===== src/rtl/bcb_pkg.sv =====
// Shared types, constants and arithmetic helpers for the box collision bounce block.
package bcb_pkg;

	localparam int COORD_W = 16;
	localparam int EDGE_W  = COORD_W + 1;
	localparam int DIFF_W  = EDGE_W + 1;
	localparam int DIST_W  = EDGE_W;
	localparam int ANG_W   = 13;
	localparam int ANGN_W  = 14;
	localparam int NORM_W  = 12;
	localparam int WIDE_W  = 15;
	localparam int CFG_W   = 16;
	localparam int CFG_IDX_W = 2;

	localparam logic signed [COORD_W-1:0] A_LEFT_RST   = -16'sd16;
	localparam logic signed [COORD_W-1:0] A_BOTTOM_RST = -16'sd16;
	localparam logic signed [COORD_W-1:0] A_RIGHT_RST  = 16'sd16;
	localparam logic signed [COORD_W-1:0] A_TOP_RST    = 16'sd16;

	localparam logic signed [NORM_W-1:0] NORM_RIGHT = 12'sd0;
	localparam logic signed [NORM_W-1:0] NORM_UP    = 12'sd900;
	localparam logic signed [NORM_W-1:0] NORM_LEFT  = 12'sd1800;
	localparam logic signed [NORM_W-1:0] NORM_DOWN  = -12'sd900;

	localparam logic signed [WIDE_W-1:0] REFL_LIMIT = 15'sd900;
	localparam logic signed [WIDE_W-1:0] REFL_BIAS  = 15'sd1800;

	typedef enum logic [1:0] {
		SIDE_LEFT,
		SIDE_TOP,
		SIDE_RIGHT,
		SIDE_BOTTOM
	} side_t;

	typedef enum logic [CFG_IDX_W-1:0] {
		CFG_A_LEFT,
		CFG_A_BOTTOM,
		CFG_A_RIGHT,
		CFG_A_TOP
	} cfg_reg_t;

	// Overlap result and side distances for one request, handed to the bounce stage.
	typedef struct packed {
		logic                            hit;
		logic [3:0][DIST_W-1:0]          side_dist;
		logic signed [ANG_W-1:0]         a_heading;
		logic signed [ANG_W-1:0]         b_heading;
	} contact_t;

	function automatic logic corner_in(
		input logic signed [EDGE_W-1:0] px,
		input logic signed [EDGE_W-1:0] py,
		input logic signed [EDGE_W-1:0] l,
		input logic signed [EDGE_W-1:0] b,
		input logic signed [EDGE_W-1:0] r,
		input logic signed [EDGE_W-1:0] t
	);
		return (px < r) && (px > l) && (py < t) && (py > b);
	endfunction

	function automatic logic [DIST_W-1:0] abs_diff(
		input logic signed [EDGE_W-1:0] p,
		input logic signed [EDGE_W-1:0] q
	);
		logic signed [DIFF_W-1:0] diff;
		logic signed [DIFF_W-1:0] mag;
		diff = DIFF_W'(p) - DIFF_W'(q);
		mag  = diff[DIFF_W-1] ? -diff : diff;
		return mag[DIST_W-1:0];
	endfunction

	function automatic logic signed [NORM_W-1:0] norm_a(input side_t s);
		logic signed [NORM_W-1:0] n;
		case (s)
			SIDE_LEFT:   n = NORM_LEFT;
			SIDE_TOP:    n = NORM_UP;
			SIDE_RIGHT:  n = NORM_RIGHT;
			SIDE_BOTTOM: n = NORM_DOWN;
			default:     n = NORM_RIGHT;
		endcase
		return n;
	endfunction

	function automatic logic signed [NORM_W-1:0] norm_b(input side_t s);
		logic signed [NORM_W-1:0] n;
		case (s)
			SIDE_LEFT:   n = NORM_RIGHT;
			SIDE_TOP:    n = NORM_DOWN;
			SIDE_RIGHT:  n = NORM_LEFT;
			SIDE_BOTTOM: n = NORM_UP;
			default:     n = NORM_RIGHT;
		endcase
		return n;
	endfunction

	// A heading more than 90 degrees away from the normal becomes 2n - 180 - h.
	function automatic logic signed [ANGN_W-1:0] reflect(
		input logic signed [NORM_W-1:0] n,
		input logic signed [ANG_W-1:0]  h
	);
		logic signed [WIDE_W-1:0] diff;
		logic signed [WIDE_W-1:0] mag;
		logic signed [WIDE_W-1:0] bounced;
		diff    = WIDE_W'(n) - WIDE_W'(h);
		mag     = diff[WIDE_W-1] ? -diff : diff;
		bounced = (WIDE_W'(n) <<< 1) - REFL_BIAS - WIDE_W'(h);
		return (mag > REFL_LIMIT) ? bounced[ANGN_W-1:0] : ANGN_W'(h);
	endfunction

endpackage


===== src/rtl/bcb_pair_if.sv =====
// Request channel carrying one pair of boxes and their headings.
interface bcb_pair_if;
	logic                                         valid;
	logic                                         ready;
	logic signed [bcb_pkg::COORD_W-1:0]           a_pos_x;
	logic signed [bcb_pkg::COORD_W-1:0]           a_pos_y;
	logic signed [bcb_pkg::ANG_W-1:0]             a_heading;
	logic signed [bcb_pkg::COORD_W-1:0]           b_pos_x;
	logic signed [bcb_pkg::COORD_W-1:0]           b_pos_y;
	logic signed [bcb_pkg::COORD_W-1:0]           b_left_offset;
	logic signed [bcb_pkg::COORD_W-1:0]           b_bottom_offset;
	logic signed [bcb_pkg::COORD_W-1:0]           b_right_offset;
	logic signed [bcb_pkg::COORD_W-1:0]           b_top_offset;
	logic signed [bcb_pkg::ANG_W-1:0]             b_heading;
	logic                                         b_visible;

	modport source (
		output valid, a_pos_x, a_pos_y, a_heading, b_pos_x, b_pos_y, b_left_offset,
			b_bottom_offset, b_right_offset, b_top_offset, b_heading, b_visible,
		input  ready
	);

	modport sink (
		input  valid, a_pos_x, a_pos_y, a_heading, b_pos_x, b_pos_y, b_left_offset,
			b_bottom_offset, b_right_offset, b_top_offset, b_heading, b_visible,
		output ready
	);
endinterface


===== src/rtl/bcb_result_if.sv =====
// Result channel carrying the collision flag, hit side and new headings.
interface bcb_result_if;
	logic                                  valid;
	logic                                  ready;
	logic                                  collided;
	logic [1:0]                            hit_side;
	logic signed [bcb_pkg::ANGN_W-1:0]     a_heading_new;
	logic signed [bcb_pkg::ANGN_W-1:0]     b_heading_new;

	modport source (
		output valid, collided, hit_side, a_heading_new, b_heading_new,
		input  ready
	);

	modport sink (
		input  valid, collided, hit_side, a_heading_new, b_heading_new,
		output ready
	);
endinterface


===== src/rtl/bcb_bounce.sv =====
// Nearest-side selection and heading reflection for one contact.
module bcb_bounce (
	input  bcb_pkg::contact_t                  contact,
	output logic                               collided,
	output bcb_pkg::side_t                     side,
	output logic signed [bcb_pkg::ANGN_W-1:0]  a_heading_new,
	output logic signed [bcb_pkg::ANGN_W-1:0]  b_heading_new
);

	bcb_pkg::side_t               side_lo;
	bcb_pkg::side_t               side_hi;
	bcb_pkg::side_t               side_min;
	logic [bcb_pkg::DIST_W-1:0]   dist_lo;
	logic [bcb_pkg::DIST_W-1:0]   dist_hi;

	// Ties go to the lower side number at every level of the tree.
	always_comb begin
		if (contact.side_dist[1] < contact.side_dist[0]) begin
			side_lo = bcb_pkg::SIDE_TOP;
			dist_lo = contact.side_dist[1];
		end else begin
			side_lo = bcb_pkg::SIDE_LEFT;
			dist_lo = contact.side_dist[0];
		end
		if (contact.side_dist[3] < contact.side_dist[2]) begin
			side_hi = bcb_pkg::SIDE_BOTTOM;
			dist_hi = contact.side_dist[3];
		end else begin
			side_hi = bcb_pkg::SIDE_RIGHT;
			dist_hi = contact.side_dist[2];
		end
		side_min = (dist_hi < dist_lo) ? side_hi : side_lo;
	end

	always_comb begin
		collided = contact.hit;
		if (contact.hit) begin
			side          = side_min;
			a_heading_new = bcb_pkg::reflect(bcb_pkg::norm_a(side_min), contact.a_heading);
			b_heading_new = bcb_pkg::reflect(bcb_pkg::norm_b(side_min), contact.b_heading);
		end else begin
			side          = bcb_pkg::SIDE_LEFT;
			a_heading_new = bcb_pkg::ANGN_W'(contact.a_heading);
			b_heading_new = bcb_pkg::ANGN_W'(contact.b_heading);
		end
	end

endmodule


===== src/rtl/box_collision_bounce.sv =====
// Top level: box corner-overlap test with nearest-side heading reflection.
//
//  Channel   Direction  Handshake      Contents
//  pair      in         valid/ready    both positions, B offsets, headings, B visible
//  result    out        valid/ready    collided, hit_side, both new headings
//  cfg       in         cfg_we         A edge offsets, indexed by cfg_index
//
// A request can be accepted every cycle while the result port is not stalled; its result passes
// through the input register, contact register and result register to the result port.
// arst_n clears all valid flags and loads the default A offsets.
// A stalled result holds in its register; the earlier stages keep filling until full.
module box_collision_bounce (
	input  logic                               clk,
	input  logic                               arst_n,
	bcb_pair_if.sink                           pair,
	bcb_result_if.source                       result,
	input  logic                               cfg_we,
	input  logic [bcb_pkg::CFG_IDX_W-1:0]      cfg_index,
	input  logic [bcb_pkg::CFG_W-1:0]          cfg_data
);

	logic signed [bcb_pkg::COORD_W-1:0] a_left_q;
	logic signed [bcb_pkg::COORD_W-1:0] a_bottom_q;
	logic signed [bcb_pkg::COORD_W-1:0] a_right_q;
	logic signed [bcb_pkg::COORD_W-1:0] a_top_q;

	logic                               valid_s1;
	logic signed [bcb_pkg::COORD_W-1:0] a_pos_x_s1;
	logic signed [bcb_pkg::COORD_W-1:0] a_pos_y_s1;
	logic signed [bcb_pkg::ANG_W-1:0]   a_heading_s1;
	logic signed [bcb_pkg::COORD_W-1:0] b_pos_x_s1;
	logic signed [bcb_pkg::COORD_W-1:0] b_pos_y_s1;
	logic signed [bcb_pkg::COORD_W-1:0] b_left_s1;
	logic signed [bcb_pkg::COORD_W-1:0] b_bottom_s1;
	logic signed [bcb_pkg::COORD_W-1:0] b_right_s1;
	logic signed [bcb_pkg::COORD_W-1:0] b_top_s1;
	logic signed [bcb_pkg::ANG_W-1:0]   b_heading_s1;
	logic                               b_visible_s1;

	logic                               valid_s2;
	bcb_pkg::contact_t                  contact_s2;
	bcb_pkg::contact_t                  contact_d;

	logic                               res_valid_q;
	logic                               collided_q;
	bcb_pkg::side_t                     hit_side_q;
	logic signed [bcb_pkg::ANGN_W-1:0]  a_heading_new_q;
	logic signed [bcb_pkg::ANGN_W-1:0]  b_heading_new_q;

	logic                               bounce_collided;
	bcb_pkg::side_t                     bounce_side;
	logic signed [bcb_pkg::ANGN_W-1:0]  bounce_a_heading;
	logic signed [bcb_pkg::ANGN_W-1:0]  bounce_b_heading;

	logic                               ready_res;
	logic                               ready_s2;
	logic                               ready_s1;

	logic signed [bcb_pkg::EDGE_W-1:0]  ax;
	logic signed [bcb_pkg::EDGE_W-1:0]  ay;
	logic signed [bcb_pkg::EDGE_W-1:0]  al;
	logic signed [bcb_pkg::EDGE_W-1:0]  ab;
	logic signed [bcb_pkg::EDGE_W-1:0]  ar;
	logic signed [bcb_pkg::EDGE_W-1:0]  at;
	logic signed [bcb_pkg::EDGE_W-1:0]  bl;
	logic signed [bcb_pkg::EDGE_W-1:0]  bb;
	logic signed [bcb_pkg::EDGE_W-1:0]  br;
	logic signed [bcb_pkg::EDGE_W-1:0]  bt;
	logic                               overlap;
	logic                               flat;

	assign ready_res  = !res_valid_q || result.ready;
	assign ready_s2   = !valid_s2 || ready_res;
	assign ready_s1   = !valid_s1 || ready_s2;
	assign pair.ready = ready_s1;

	always_ff @(posedge clk or negedge arst_n) begin
		if (!arst_n) begin
			a_left_q   <= bcb_pkg::A_LEFT_RST;
			a_bottom_q <= bcb_pkg::A_BOTTOM_RST;
			a_right_q  <= bcb_pkg::A_RIGHT_RST;
			a_top_q    <= bcb_pkg::A_TOP_RST;
		end else if (cfg_we) begin
			case (bcb_pkg::cfg_reg_t'(cfg_index))
				bcb_pkg::CFG_A_LEFT:   a_left_q   <= cfg_data;
				bcb_pkg::CFG_A_BOTTOM: a_bottom_q <= cfg_data;
				bcb_pkg::CFG_A_RIGHT:  a_right_q  <= cfg_data;
				bcb_pkg::CFG_A_TOP:    a_top_q    <= cfg_data;
				default: begin
				end
			endcase
		end
	end

	always_ff @(posedge clk or negedge arst_n) begin
		if (!arst_n) begin
			valid_s1    <= 1'b0;
			valid_s2    <= 1'b0;
			res_valid_q <= 1'b0;
		end else begin
			if (ready_s1) begin
				valid_s1 <= pair.valid;
			end
			if (ready_s2) begin
				valid_s2 <= valid_s1;
			end
			if (ready_res) begin
				res_valid_q <= valid_s2;
			end
		end
	end

	always_ff @(posedge clk) begin
		if (ready_s1 && pair.valid) begin
			a_pos_x_s1   <= pair.a_pos_x;
			a_pos_y_s1   <= pair.a_pos_y;
			a_heading_s1 <= pair.a_heading;
			b_pos_x_s1   <= pair.b_pos_x;
			b_pos_y_s1   <= pair.b_pos_y;
			b_left_s1    <= pair.b_left_offset;
			b_bottom_s1  <= pair.b_bottom_offset;
			b_right_s1   <= pair.b_right_offset;
			b_top_s1     <= pair.b_top_offset;
			b_heading_s1 <= pair.b_heading;
			b_visible_s1 <= pair.b_visible;
		end
		if (ready_s2 && valid_s1) begin
			contact_s2 <= contact_d;
		end
		if (ready_res && valid_s2) begin
			collided_q      <= bounce_collided;
			hit_side_q      <= bounce_side;
			a_heading_new_q <= bounce_a_heading;
			b_heading_new_q <= bounce_b_heading;
		end
	end

	always_comb begin
		ax = bcb_pkg::EDGE_W'(a_pos_x_s1);
		ay = bcb_pkg::EDGE_W'(a_pos_y_s1);
		al = ax + bcb_pkg::EDGE_W'(a_left_q);
		ab = ay + bcb_pkg::EDGE_W'(a_bottom_q);
		ar = ax + bcb_pkg::EDGE_W'(a_right_q);
		at = ay + bcb_pkg::EDGE_W'(a_top_q);
		bl = bcb_pkg::EDGE_W'(b_pos_x_s1) + bcb_pkg::EDGE_W'(b_left_s1);
		bb = bcb_pkg::EDGE_W'(b_pos_y_s1) + bcb_pkg::EDGE_W'(b_bottom_s1);
		br = bcb_pkg::EDGE_W'(b_pos_x_s1) + bcb_pkg::EDGE_W'(b_right_s1);
		bt = bcb_pkg::EDGE_W'(b_pos_y_s1) + bcb_pkg::EDGE_W'(b_top_s1);

		overlap = bcb_pkg::corner_in(al, ab, bl, bb, br, bt) ||
			bcb_pkg::corner_in(al, at, bl, bb, br, bt) ||
			bcb_pkg::corner_in(ar, at, bl, bb, br, bt) ||
			bcb_pkg::corner_in(ar, ab, bl, bb, br, bt) ||
			bcb_pkg::corner_in(bl, bb, al, ab, ar, at) ||
			bcb_pkg::corner_in(bl, bt, al, ab, ar, at) ||
			bcb_pkg::corner_in(br, bt, al, ab, ar, at) ||
			bcb_pkg::corner_in(br, bb, al, ab, ar, at);

		// When B has zero width, the top and bottom sides are measured along x.
		flat = (bl == br);

		contact_d.hit          = b_visible_s1 && overlap;
		contact_d.side_dist[0] = bcb_pkg::abs_diff(ax, bl);
		contact_d.side_dist[1] = flat ? bcb_pkg::abs_diff(ax, br) : bcb_pkg::abs_diff(ay, bt);
		contact_d.side_dist[2] = bcb_pkg::abs_diff(ax, br);
		contact_d.side_dist[3] = flat ? bcb_pkg::abs_diff(ax, bl) : bcb_pkg::abs_diff(ay, bb);
		contact_d.a_heading    = a_heading_s1;
		contact_d.b_heading    = b_heading_s1;
	end

	bcb_bounce u_bounce (
		.contact       (contact_s2),
		.collided      (bounce_collided),
		.side          (bounce_side),
		.a_heading_new (bounce_a_heading),
		.b_heading_new (bounce_b_heading)
	);

	assign result.valid         = res_valid_q;
	assign result.collided      = collided_q;
	assign result.hit_side      = hit_side_q;
	assign result.a_heading_new = a_heading_new_q;
	assign result.b_heading_new = b_heading_new_q;

endmodule


===== src/flat_wrapper.sv =====
// flat-port wrapper written by rule: the top's interface ports become plain ports
module box_collision_bounce_flat 
  (clk, arst_n, cfg_we, cfg_index, cfg_data, pair_valid, pair_a_pos_x, pair_a_pos_y, pair_a_heading, pair_b_pos_x, pair_b_pos_y, pair_b_left_offset, pair_b_bottom_offset, pair_b_right_offset, pair_b_top_offset, pair_b_heading, pair_b_visible, pair_ready, result_valid, result_collided, result_hit_side, result_a_heading_new, result_b_heading_new, result_ready);
  bcb_pair_if pair_i ();
  bcb_result_if result_i ();
  input  logic clk;
  input  logic arst_n;
  input  logic cfg_we;
  input  logic [bcb_pkg::CFG_IDX_W-1:0] cfg_index;
  input  logic [bcb_pkg::CFG_W-1:0] cfg_data;
  input wire logic [$bits(pair_i.valid)-1:0] pair_valid;
  input wire logic [$bits(pair_i.a_pos_x)-1:0] pair_a_pos_x;
  input wire logic [$bits(pair_i.a_pos_y)-1:0] pair_a_pos_y;
  input wire logic [$bits(pair_i.a_heading)-1:0] pair_a_heading;
  input wire logic [$bits(pair_i.b_pos_x)-1:0] pair_b_pos_x;
  input wire logic [$bits(pair_i.b_pos_y)-1:0] pair_b_pos_y;
  input wire logic [$bits(pair_i.b_left_offset)-1:0] pair_b_left_offset;
  input wire logic [$bits(pair_i.b_bottom_offset)-1:0] pair_b_bottom_offset;
  input wire logic [$bits(pair_i.b_right_offset)-1:0] pair_b_right_offset;
  input wire logic [$bits(pair_i.b_top_offset)-1:0] pair_b_top_offset;
  input wire logic [$bits(pair_i.b_heading)-1:0] pair_b_heading;
  input wire logic [$bits(pair_i.b_visible)-1:0] pair_b_visible;
  output wire logic [$bits(pair_i.ready)-1:0] pair_ready;
  output wire logic [$bits(result_i.valid)-1:0] result_valid;
  output wire logic [$bits(result_i.collided)-1:0] result_collided;
  output wire logic [$bits(result_i.hit_side)-1:0] result_hit_side;
  output wire logic [$bits(result_i.a_heading_new)-1:0] result_a_heading_new;
  output wire logic [$bits(result_i.b_heading_new)-1:0] result_b_heading_new;
  input wire logic [$bits(result_i.ready)-1:0] result_ready;
  assign pair_i.valid = pair_valid;
  assign pair_i.a_pos_x = pair_a_pos_x;
  assign pair_i.a_pos_y = pair_a_pos_y;
  assign pair_i.a_heading = pair_a_heading;
  assign pair_i.b_pos_x = pair_b_pos_x;
  assign pair_i.b_pos_y = pair_b_pos_y;
  assign pair_i.b_left_offset = pair_b_left_offset;
  assign pair_i.b_bottom_offset = pair_b_bottom_offset;
  assign pair_i.b_right_offset = pair_b_right_offset;
  assign pair_i.b_top_offset = pair_b_top_offset;
  assign pair_i.b_heading = pair_b_heading;
  assign pair_i.b_visible = pair_b_visible;
  assign pair_ready = pair_i.ready;
  assign result_valid = result_i.valid;
  assign result_collided = result_i.collided;
  assign result_hit_side = result_i.hit_side;
  assign result_a_heading_new = result_i.a_heading_new;
  assign result_b_heading_new = result_i.b_heading_new;
  assign result_i.ready = result_ready;
  box_collision_bounce u_core (.clk(clk), .arst_n(arst_n), .pair(pair_i), .result(result_i), .cfg_we(cfg_we), .cfg_index(cfg_index), .cfg_data(cfg_data));
endmodule

===== config.mk =====
export PLATFORM = sky130hd
export DESIGN_NAME = box_collision_bounce_flat
export DESIGN_NICKNAME = d
export VERILOG_FILES = /design/src/rtl/bcb_pkg.sv /design/src/rtl/bcb_pair_if.sv /design/src/rtl/bcb_result_if.sv /design/src/rtl/bcb_bounce.sv /design/src/rtl/box_collision_bounce.sv /design/src/flat_wrapper.sv
export SDC_FILE = /design/constraint.sdc
export NUM_CORES = 1
export LEC_CHECK = 0
export BUFFER_PORTS_ARGS = -buffer_cell sky130_fd_sc_hd__buf_2
export CAP_MARGIN = 10
export CORE_UTILIZATION = 47
export CTS_BUF_LIST = sky130_fd_sc_hd__clkbuf_8
export CTS_CLUSTER_SIZE = 20
export DETAILED_ROUTE_END_ITERATION = 16
export SYNTH_ARGS = -nofsm -noshare
export SYNTH_HDL_FRONTEND = slang
export SYNTH_SLANG_ARGS = --single-unit
export TNS_END_PERCENT = 20

===== constraint.sdc =====
create_clock -name clk -period 11.3 [get_ports clk]
set_input_delay 1.695 -clock clk [delete_from_list [all_inputs] [get_ports clk]]
set_output_delay 1.695 -clock clk [all_outputs]
set_load 0.1 [all_outputs]

== Word level (Yosys, flattened, before mapping) ==
Index checks and enable logic that the tools add are counted.
Widths: inputs -> output; s select.

* Bits in registers: 348
* Output and inout bits: 33
* Word-level logic and storage cells: 145

* Add/sub/neg operators: 24
* $lt $le $gt $ge: 21
* Equality and inequality tests: 7
* Mux-type cells: 21
* Reduce and logical (&&, ||, !) cells: 43

{| class="wikitable"
|+ Operators with widths
! operator !! number
|-
| $lt 17x17->1 || 11
|-
| $add 16x16->17 || 8
|-
| $gt 17x17->1 || 8
|-
| $mux 17 || 8
|-
| $pmux 12 s4 || 2
|-
| $sub 16x17->18 || 4
|-
| $neg 17->17 || 4
|-
| $mux 14 || 4
|-
| $gt 15x11->1 const B || 2
|-
| $mux 15 || 2
|-
| $neg 14->15 || 2
|-
| $sub 12x13->14 || 2
|-
| $sub 13x12->14 const B || 2
|-
| $sub 14x13->14 || 2
|-
| $logic_and 1x1->1 || 24
|-
| $mux 12 || 2
|-
| $eq 17x17->1 || 1
|-
| $logic_or 1x1->1 || 10
|-
| $eq 2x2->1 const B || 4
|-
| $reduce_and 2->1 || 4
|-
| $eq 2x1->1 const B || 2
|-
| $logic_not 2->1 || 2
|-
| $logic_not 1->1 || 3
|-
| $mux 1 || 2
|-
| $mux 2 || 1
|}

== Depth between registers and ports, before layout ==
* Word-level depth: 13
* Gate-level depth with buffers: 39

== By module ==
Synthesis repeated with hierarchy kept, for this count alone.

* Cell total of the unflattened synthesis: 2,878
* Area total of the unflattened synthesis: 29,273.1 sq um

{| class="wikitable"
|+ By module, submodules not included
! module !! instances !! cells an instance !! area an instance (sq um)
|-
| box_collision_bounce || 1 || 2,188 || 24,234.5
|-
| bcb_bounce || 1 || 690 || 5,038.6
|}

== Least setup slack after synthesis ==
No wires, ideal clock.

* Path kind: register to register
* Start: register u_core.contact_s2[57] in the netlist's numbering
* End: register u_core.b_heading_new_q, in the netlist u_core.result.b_heading_new[1], data pin
* Setup time: 0.262 ns
* Arrival time: 7.135 ns
* Required time: 11.038 ns
* Setup slack: 3.903 ns
* Stages on the path, launching flop included: 33
* Clock period less this slack: 7.397 ns
* Cells stage by stage: edfxtp_1 -> ha_1 -> a21o_1 -> a21o_1 -> a21oi_1 -> nand2_1 -> a41oi_1 -> a21oi_1 -> o31ai_1 -> buf_1 -> clkbuf_1 -> mux2i_1 -> ha_1 -> a21o_1 -> a21o_1 -> a21oi_1 -> nor2b_1 -> o21ai_0 -> o211a_1 -> o21bai_1 -> o21bai_1 -> o21ai_0 -> ha_1 -> or3_1 -> a21oi_2 -> nand3b_1 -> or4b_1 -> nor4b_2 -> o21ai_0 -> mux2i_1 -> a22oi_1 -> o31ai_4 -> mux2_1

* Cells in the longest elaborated chain, start to end: 13
* Elaborated cells between the ends (all ways): 17
* Those cells by class: 2 x add/sub; 3 x order compare; 3 x eq/ne; 8 x mux; 1 x reduce/logical

{| class="wikitable"
|+ Ends and longest elaborated chain
! item !! line !! source
|-
| start, declared || box_collision_bounce.sv:41 || <nowiki>bcb_pkg::contact_t contact_s2;</nowiki>
|-
| start signal, assigned || box_collision_bounce.sv:128 || <nowiki>contact_s2 <= contact_d;</nowiki>
|-
| $lt 17x17->1 || bcb_bounce.sv:18 || <nowiki>if (contact.side_dist[1] < contact.side_dist[0]) begin</nowiki>
|-
| $mux 17 || bcb_bounce.sv:18 ||
|-
| $lt 17x17->1 || bcb_bounce.sv:32 || <nowiki>side_min = (dist_hi < dist_lo) ? side_hi : side_lo;</nowiki>
|-
| $mux 2 * || bcb_bounce.sv:32 ||
|-
| $eq 2x2->1, or another cell as far along || bcb_pkg.sv:86 || <nowiki>case (s)</nowiki>
|-
| $pmux 12 s4 * || bcb_pkg.sv:86 ||
|-
| $mux 12 * || bcb_bounce.sv:37 || <nowiki>if (contact.hit) begin</nowiki>
|-
| $sub 12x13->14 * || bcb_pkg.sv:104 || <nowiki>diff = WIDE_W'(n) - WIDE_W'(h);</nowiki>
|-
| $neg 14->15 || bcb_pkg.sv:105 || <nowiki>mag = diff[WIDE_W-1] ? -diff : diff;</nowiki>
|-
| $mux 15 * || bcb_pkg.sv:105 ||
|-
| $gt 15x11->1 * || bcb_pkg.sv:107 || <nowiki>return (mag > REFL_LIMIT) ? bounced[ANGN_W-1:0] : ANGN_W'(h);</nowiki>
|-
| $mux 14 * || bcb_pkg.sv:107 ||
|-
| $mux 14 * || bcb_bounce.sv:37 ||
|-
| via u_core.bounce_b_heading (one bit) || box_collision_bounce.sv:53 || <nowiki>logic signed [bcb_pkg::ANGN_W-1:0] bounce_b_heading;</nowiki>
|-
| end signal, assigned || box_collision_bounce.sv:134 || <nowiki>b_heading_new_q <= bounce_b_heading;</nowiki>
|-
| end, declared || box_collision_bounce.sv:48 || <nowiki>logic signed [bcb_pkg::ANGN_W-1:0] b_heading_new_q;</nowiki>
|}

The timed path passes the listed nets; every way through them passes the cells marked *. The select of a mux whose other input is x is not followed.
A chain may end at the register's enable or synchronous reset.

== Worst setup path after layout ==
* Start: register u_core.contact_s2[91] in the netlist's numbering
* End: register u_core.a_heading_new_q, in the netlist u_core.result.a_heading_new[5], data pin

* Cells in the longest elaborated chain, start to end: 13
* Elaborated cells between the ends (all ways): 19
* Those cells by class: 4 x add/sub; 3 x order compare; 3 x eq/ne; 8 x mux; 1 x reduce/logical

{| class="wikitable"
|+ Ends and longest elaborated chain
! item !! line !! source
|-
| $lt 17x17->1 || bcb_bounce.sv:25 || <nowiki>if (contact.side_dist[3] < contact.side_dist[2]) begin</nowiki>
|-
| $mux 17 || bcb_bounce.sv:25 ||
|-
| $lt 17x17->1 || bcb_bounce.sv:32 ||
|-
| $mux 2 * || bcb_bounce.sv:32 ||
|-
| $eq 2x2->1, or another cell as far along || bcb_pkg.sv:74 || <nowiki>case (s)</nowiki>
|-
| $pmux 12 s4 * || bcb_pkg.sv:74 ||
|-
| $mux 12 * || bcb_bounce.sv:37 ||
|-
| $sub 12x13->14 || bcb_pkg.sv:104 ||
|-
| $neg 14->15 || bcb_pkg.sv:105 ||
|-
| $mux 15 || bcb_pkg.sv:105 ||
|-
| $gt 15x11->1 || bcb_pkg.sv:107 ||
|-
| $mux 14 * || bcb_pkg.sv:107 ||
|-
| $mux 14 * || bcb_bounce.sv:37 ||
|-
| via u_core.bounce_a_heading (one bit) || box_collision_bounce.sv:52 || <nowiki>logic signed [bcb_pkg::ANGN_W-1:0] bounce_a_heading;</nowiki>
|-
| end signal, assigned || box_collision_bounce.sv:133 || <nowiki>a_heading_new_q <= bounce_a_heading;</nowiki>
|-
| end, declared || box_collision_bounce.sv:47 || <nowiki>logic signed [bcb_pkg::ANGN_W-1:0] a_heading_new_q;</nowiki>
|}

Marks and branches as above.

==> metrics.csv <==
metric,value,unit
Die W,251,um
All-Layer GR Usage,25.0,%
startpoint types,flip-flop,
status,"complete, no violations",
# Post-CTS Setup Buffers,0,
drt first pass iters,7,
area share of the largest cell type after synthesis,28.9,%
Yosys top cell by area,edfxtp_1,
Final Hold Viols,0,
max reg flops,95,
post_cts resized,0,
Mapped Nets,3502,
CP max stage cell,nand2b_1,
count of pins over their slew limit,0,
TritonCTS Buffers,61,
Setup TNS Final,0,ns
global-route wire length before repair,124000,um
dominant cells by area after synthesis,"edfxtp_1 (29%), ha_1 (19%), xnor2_1 (5.7%)",
core area,0.0616,sq mm
"count leader, synth",ha_1,
Worst-path clk slew,0.06,ns
Max Root-Sink Buffers,3,
max-cap viol count,0,
Clk Tree Root Cell,clkbuf_8,
H-tree levels,2,
fraction of layout cells with a size suffix above 1,15.0,%
"Data required, critical path",11.74,ns
Final Setup Violations,0,
vias in the first global route,23000,
initial antenna violation count,4,
global route overflow,0,
Hold Path Sink,u_core.contact_s2[6],
largest net degree at the start of global routing,74,
FF-to-FF End,u_core.result.a_heading_new[5],
worst skew pair latency,0.69,ns
Die Height,251,um
total number of yosys warnings,0,
Rel. slew slack,23.8,%
drt wl/cell,19.7,um
Worst Hold Depth,0,
#FFs+latches synth,348,
Biggest register,u_core.contact_s2,
Final period util,79.9,%
Least-Margin Pin Slew,1.14,ns
number of top-level pins,211,
hold path start,u_core.b_heading_s1[6],
Setup crit end kind,flip-flop,
crit-path leading delay family,compound AO/OA/AOI/OAI gates,
Synth async-reset ratio,19.3,%
CTS tree,done,
Setup Skew,0.0307,ns
Post-Syn Area per Cell,10.2,sq um
R2R cell count,27,
top_reg_cell synth,edfxtp_1,
initial drt markers,1241,
Crit path largest cell delay,0.89,ns
Post-synth top cells,"ha_1 (448), edfxtp_1 (281), inv_1 (228), xnor2_1 (189), a21oi_1 (180)",
post-route ant nets,0,
Worst Hold Class,reg2reg,
Vias,22500,
Post-synth EDFFs,281,
Max Freq,111,MHz
Critical R2R Launch,u_core.contact_s2[91],
unrepaired setup endpoints after global routing,false,
# DRC,0,
Mapped Area,0.0292,sq mm
CTS Sinks,348,
"Max FO, Critical Path",36,
Area Overhead vs Synth,11.2,%
Gate Count Post-Synth,2864,
Post-DP HPWL,64900,um
post-synthesis cell type count,98,
Critical Path AT,9.47,ns
Period minus WS final,9.03,ns
Crit Path Class,reg2reg,
Nets,3761,
final WL,79000,um
Die ar.,0.0631,sq mm
register area share after synthesis,34.7,%
GPL Wtd Cong,0.918,
hold_buf cts,0,
via-per-instance ratio,5.62,
CP bufs+invs,1,
Placement Rows,91,
Starting Density,47.4,%
# port buffers,210,
r2r setup slk,2.27,ns
cell families after synthesis:
kind of cell | count (synthesis) | share of synthesized area, %
AOI/OAI and AO/OA | 710 | 16.2
and+or+nand+nor | 667 | 11.8
adders and majority gates | 460 | 20.0
DFF | 348 | 34.7
xor gates and xnor gates | 273 | 8.19
buffers and inverters | 251 | 3.32
muxes | 155 | 5.75
through the flow:
stage | cell area [sq um] | setup WS, ns | util [%] | std cells | hold slack, ns
after floorplan | 29200 | 3.90 | - | 2864 | 0.400
after global placement | 31300 | 2.63 | 50.8 | 3896 | 0.401
after detailed placement | 31300 | 2.38 | 50.8 | 3896 | 0.405
after CTS | 32500 | 2.32 | 52.7 | 4011 | 0.421
after global routing | 32500 | 1.62 | 52.7 | 4014 | 0.424
final | 32500 | 2.27 | 52.7 | 4014 | 0.418
area by class of cell:
cell class                      count  area, sq um
Sequential cell                   348        10100
Tap cell                          837         1050
Timing Repair Buffer              219         1120
Clock buffer                       64          881
Multi-Input combinational cell   2265        18100
Antenna cell                        2         5.00
Fill cell                        5558        29100
Clock inverter                     51          314
Inverter                          228          856
worst max path at each step:
stage               cells after the start                        endpoint  slack, ns                   from
finish                                 27  u_core.result.a_heading_new[5]       2.27  u_core.contact_s2[91]
global route                           27  u_core.result.a_heading_new[5]       1.62  u_core.contact_s2[91]
CTS                                    28  u_core.result.a_heading_new[5]       2.32  u_core.contact_s2[74]
detailed placement                     27  u_core.result.a_heading_new[5]       2.38  u_core.contact_s2[91]
global placement                       27  u_core.result.a_heading_new[5]       2.63  u_core.contact_s2[91]
floorplan                              32  u_core.result.b_heading_new[1]       3.90  u_core.contact_s2[57]
metal layers:
metal  wire length [um]  vias to the layer above  track usage (%)
li1                   -                    11200                -
met1              35300                    10700             31.6
met2              38400                      536             44.5
met3               3280                      123             3.15
met4               1990                        0             7.07
met5                  0                        -                0
cells in the final DEF (no fill, tap or decap), types with 12 or more instances in the layout:
cell	n
ha_1	448
edfxtp_1	281
inv_1	242
buf_2	210
xnor2_1	189
a21oi_1	180
nor2_1	167
o21ai_0	131
nand2_1	116
a21o_1	110
mux2_2	91
xor2_1	84
nand3_1	68
nor3_1	67
clkbuf_8	64
mux2i_1	53
o21a_1	49
nand2b_1	41
dfrtp_1	41
o21bai_1	38
nor2b_1	36
nand4_1	34
or3_1	26
dfstp_2	26
a211oi_1	21
a31oi_1	21
o31ai_1	18
nor4_1	17
clkinv_1	17
or2_2	15
and3_1	14
and2_1	14
o211ai_1	13
fa_1	12
worst reg2reg max path: stages (launching register included):
cell	delay (ns)
edfxtp_1	0.40
ha_1	0.31
a21o_1	0.16
a211o_1	0.31
a211oi_1	0.20
o21ai_0	0.13
a21oi_1	0.15
nand2b_1	0.90
o21ai_0	0.24
ha_1	0.37
nand4_1	0.09
nor2_1	0.17
nand3_1	0.12
or3_1	0.42
o21ai_0	0.65
inv_1	0.42
ha_1	0.37
or3_1	0.38
o22ai_1	0.33
o21bai_1	0.14
xor2_1	0.22
nor4_1	0.51
a22oi_1	0.20
o31ai_1	0.34
nand4b_1	0.14
o211ai_1	0.11
a21o_1	0.58
mux2_2	0.43
Power is left out: the tool's default activity adds up to more than one toggle a clock period on the data nets, which glitch-free logic cannot reach.
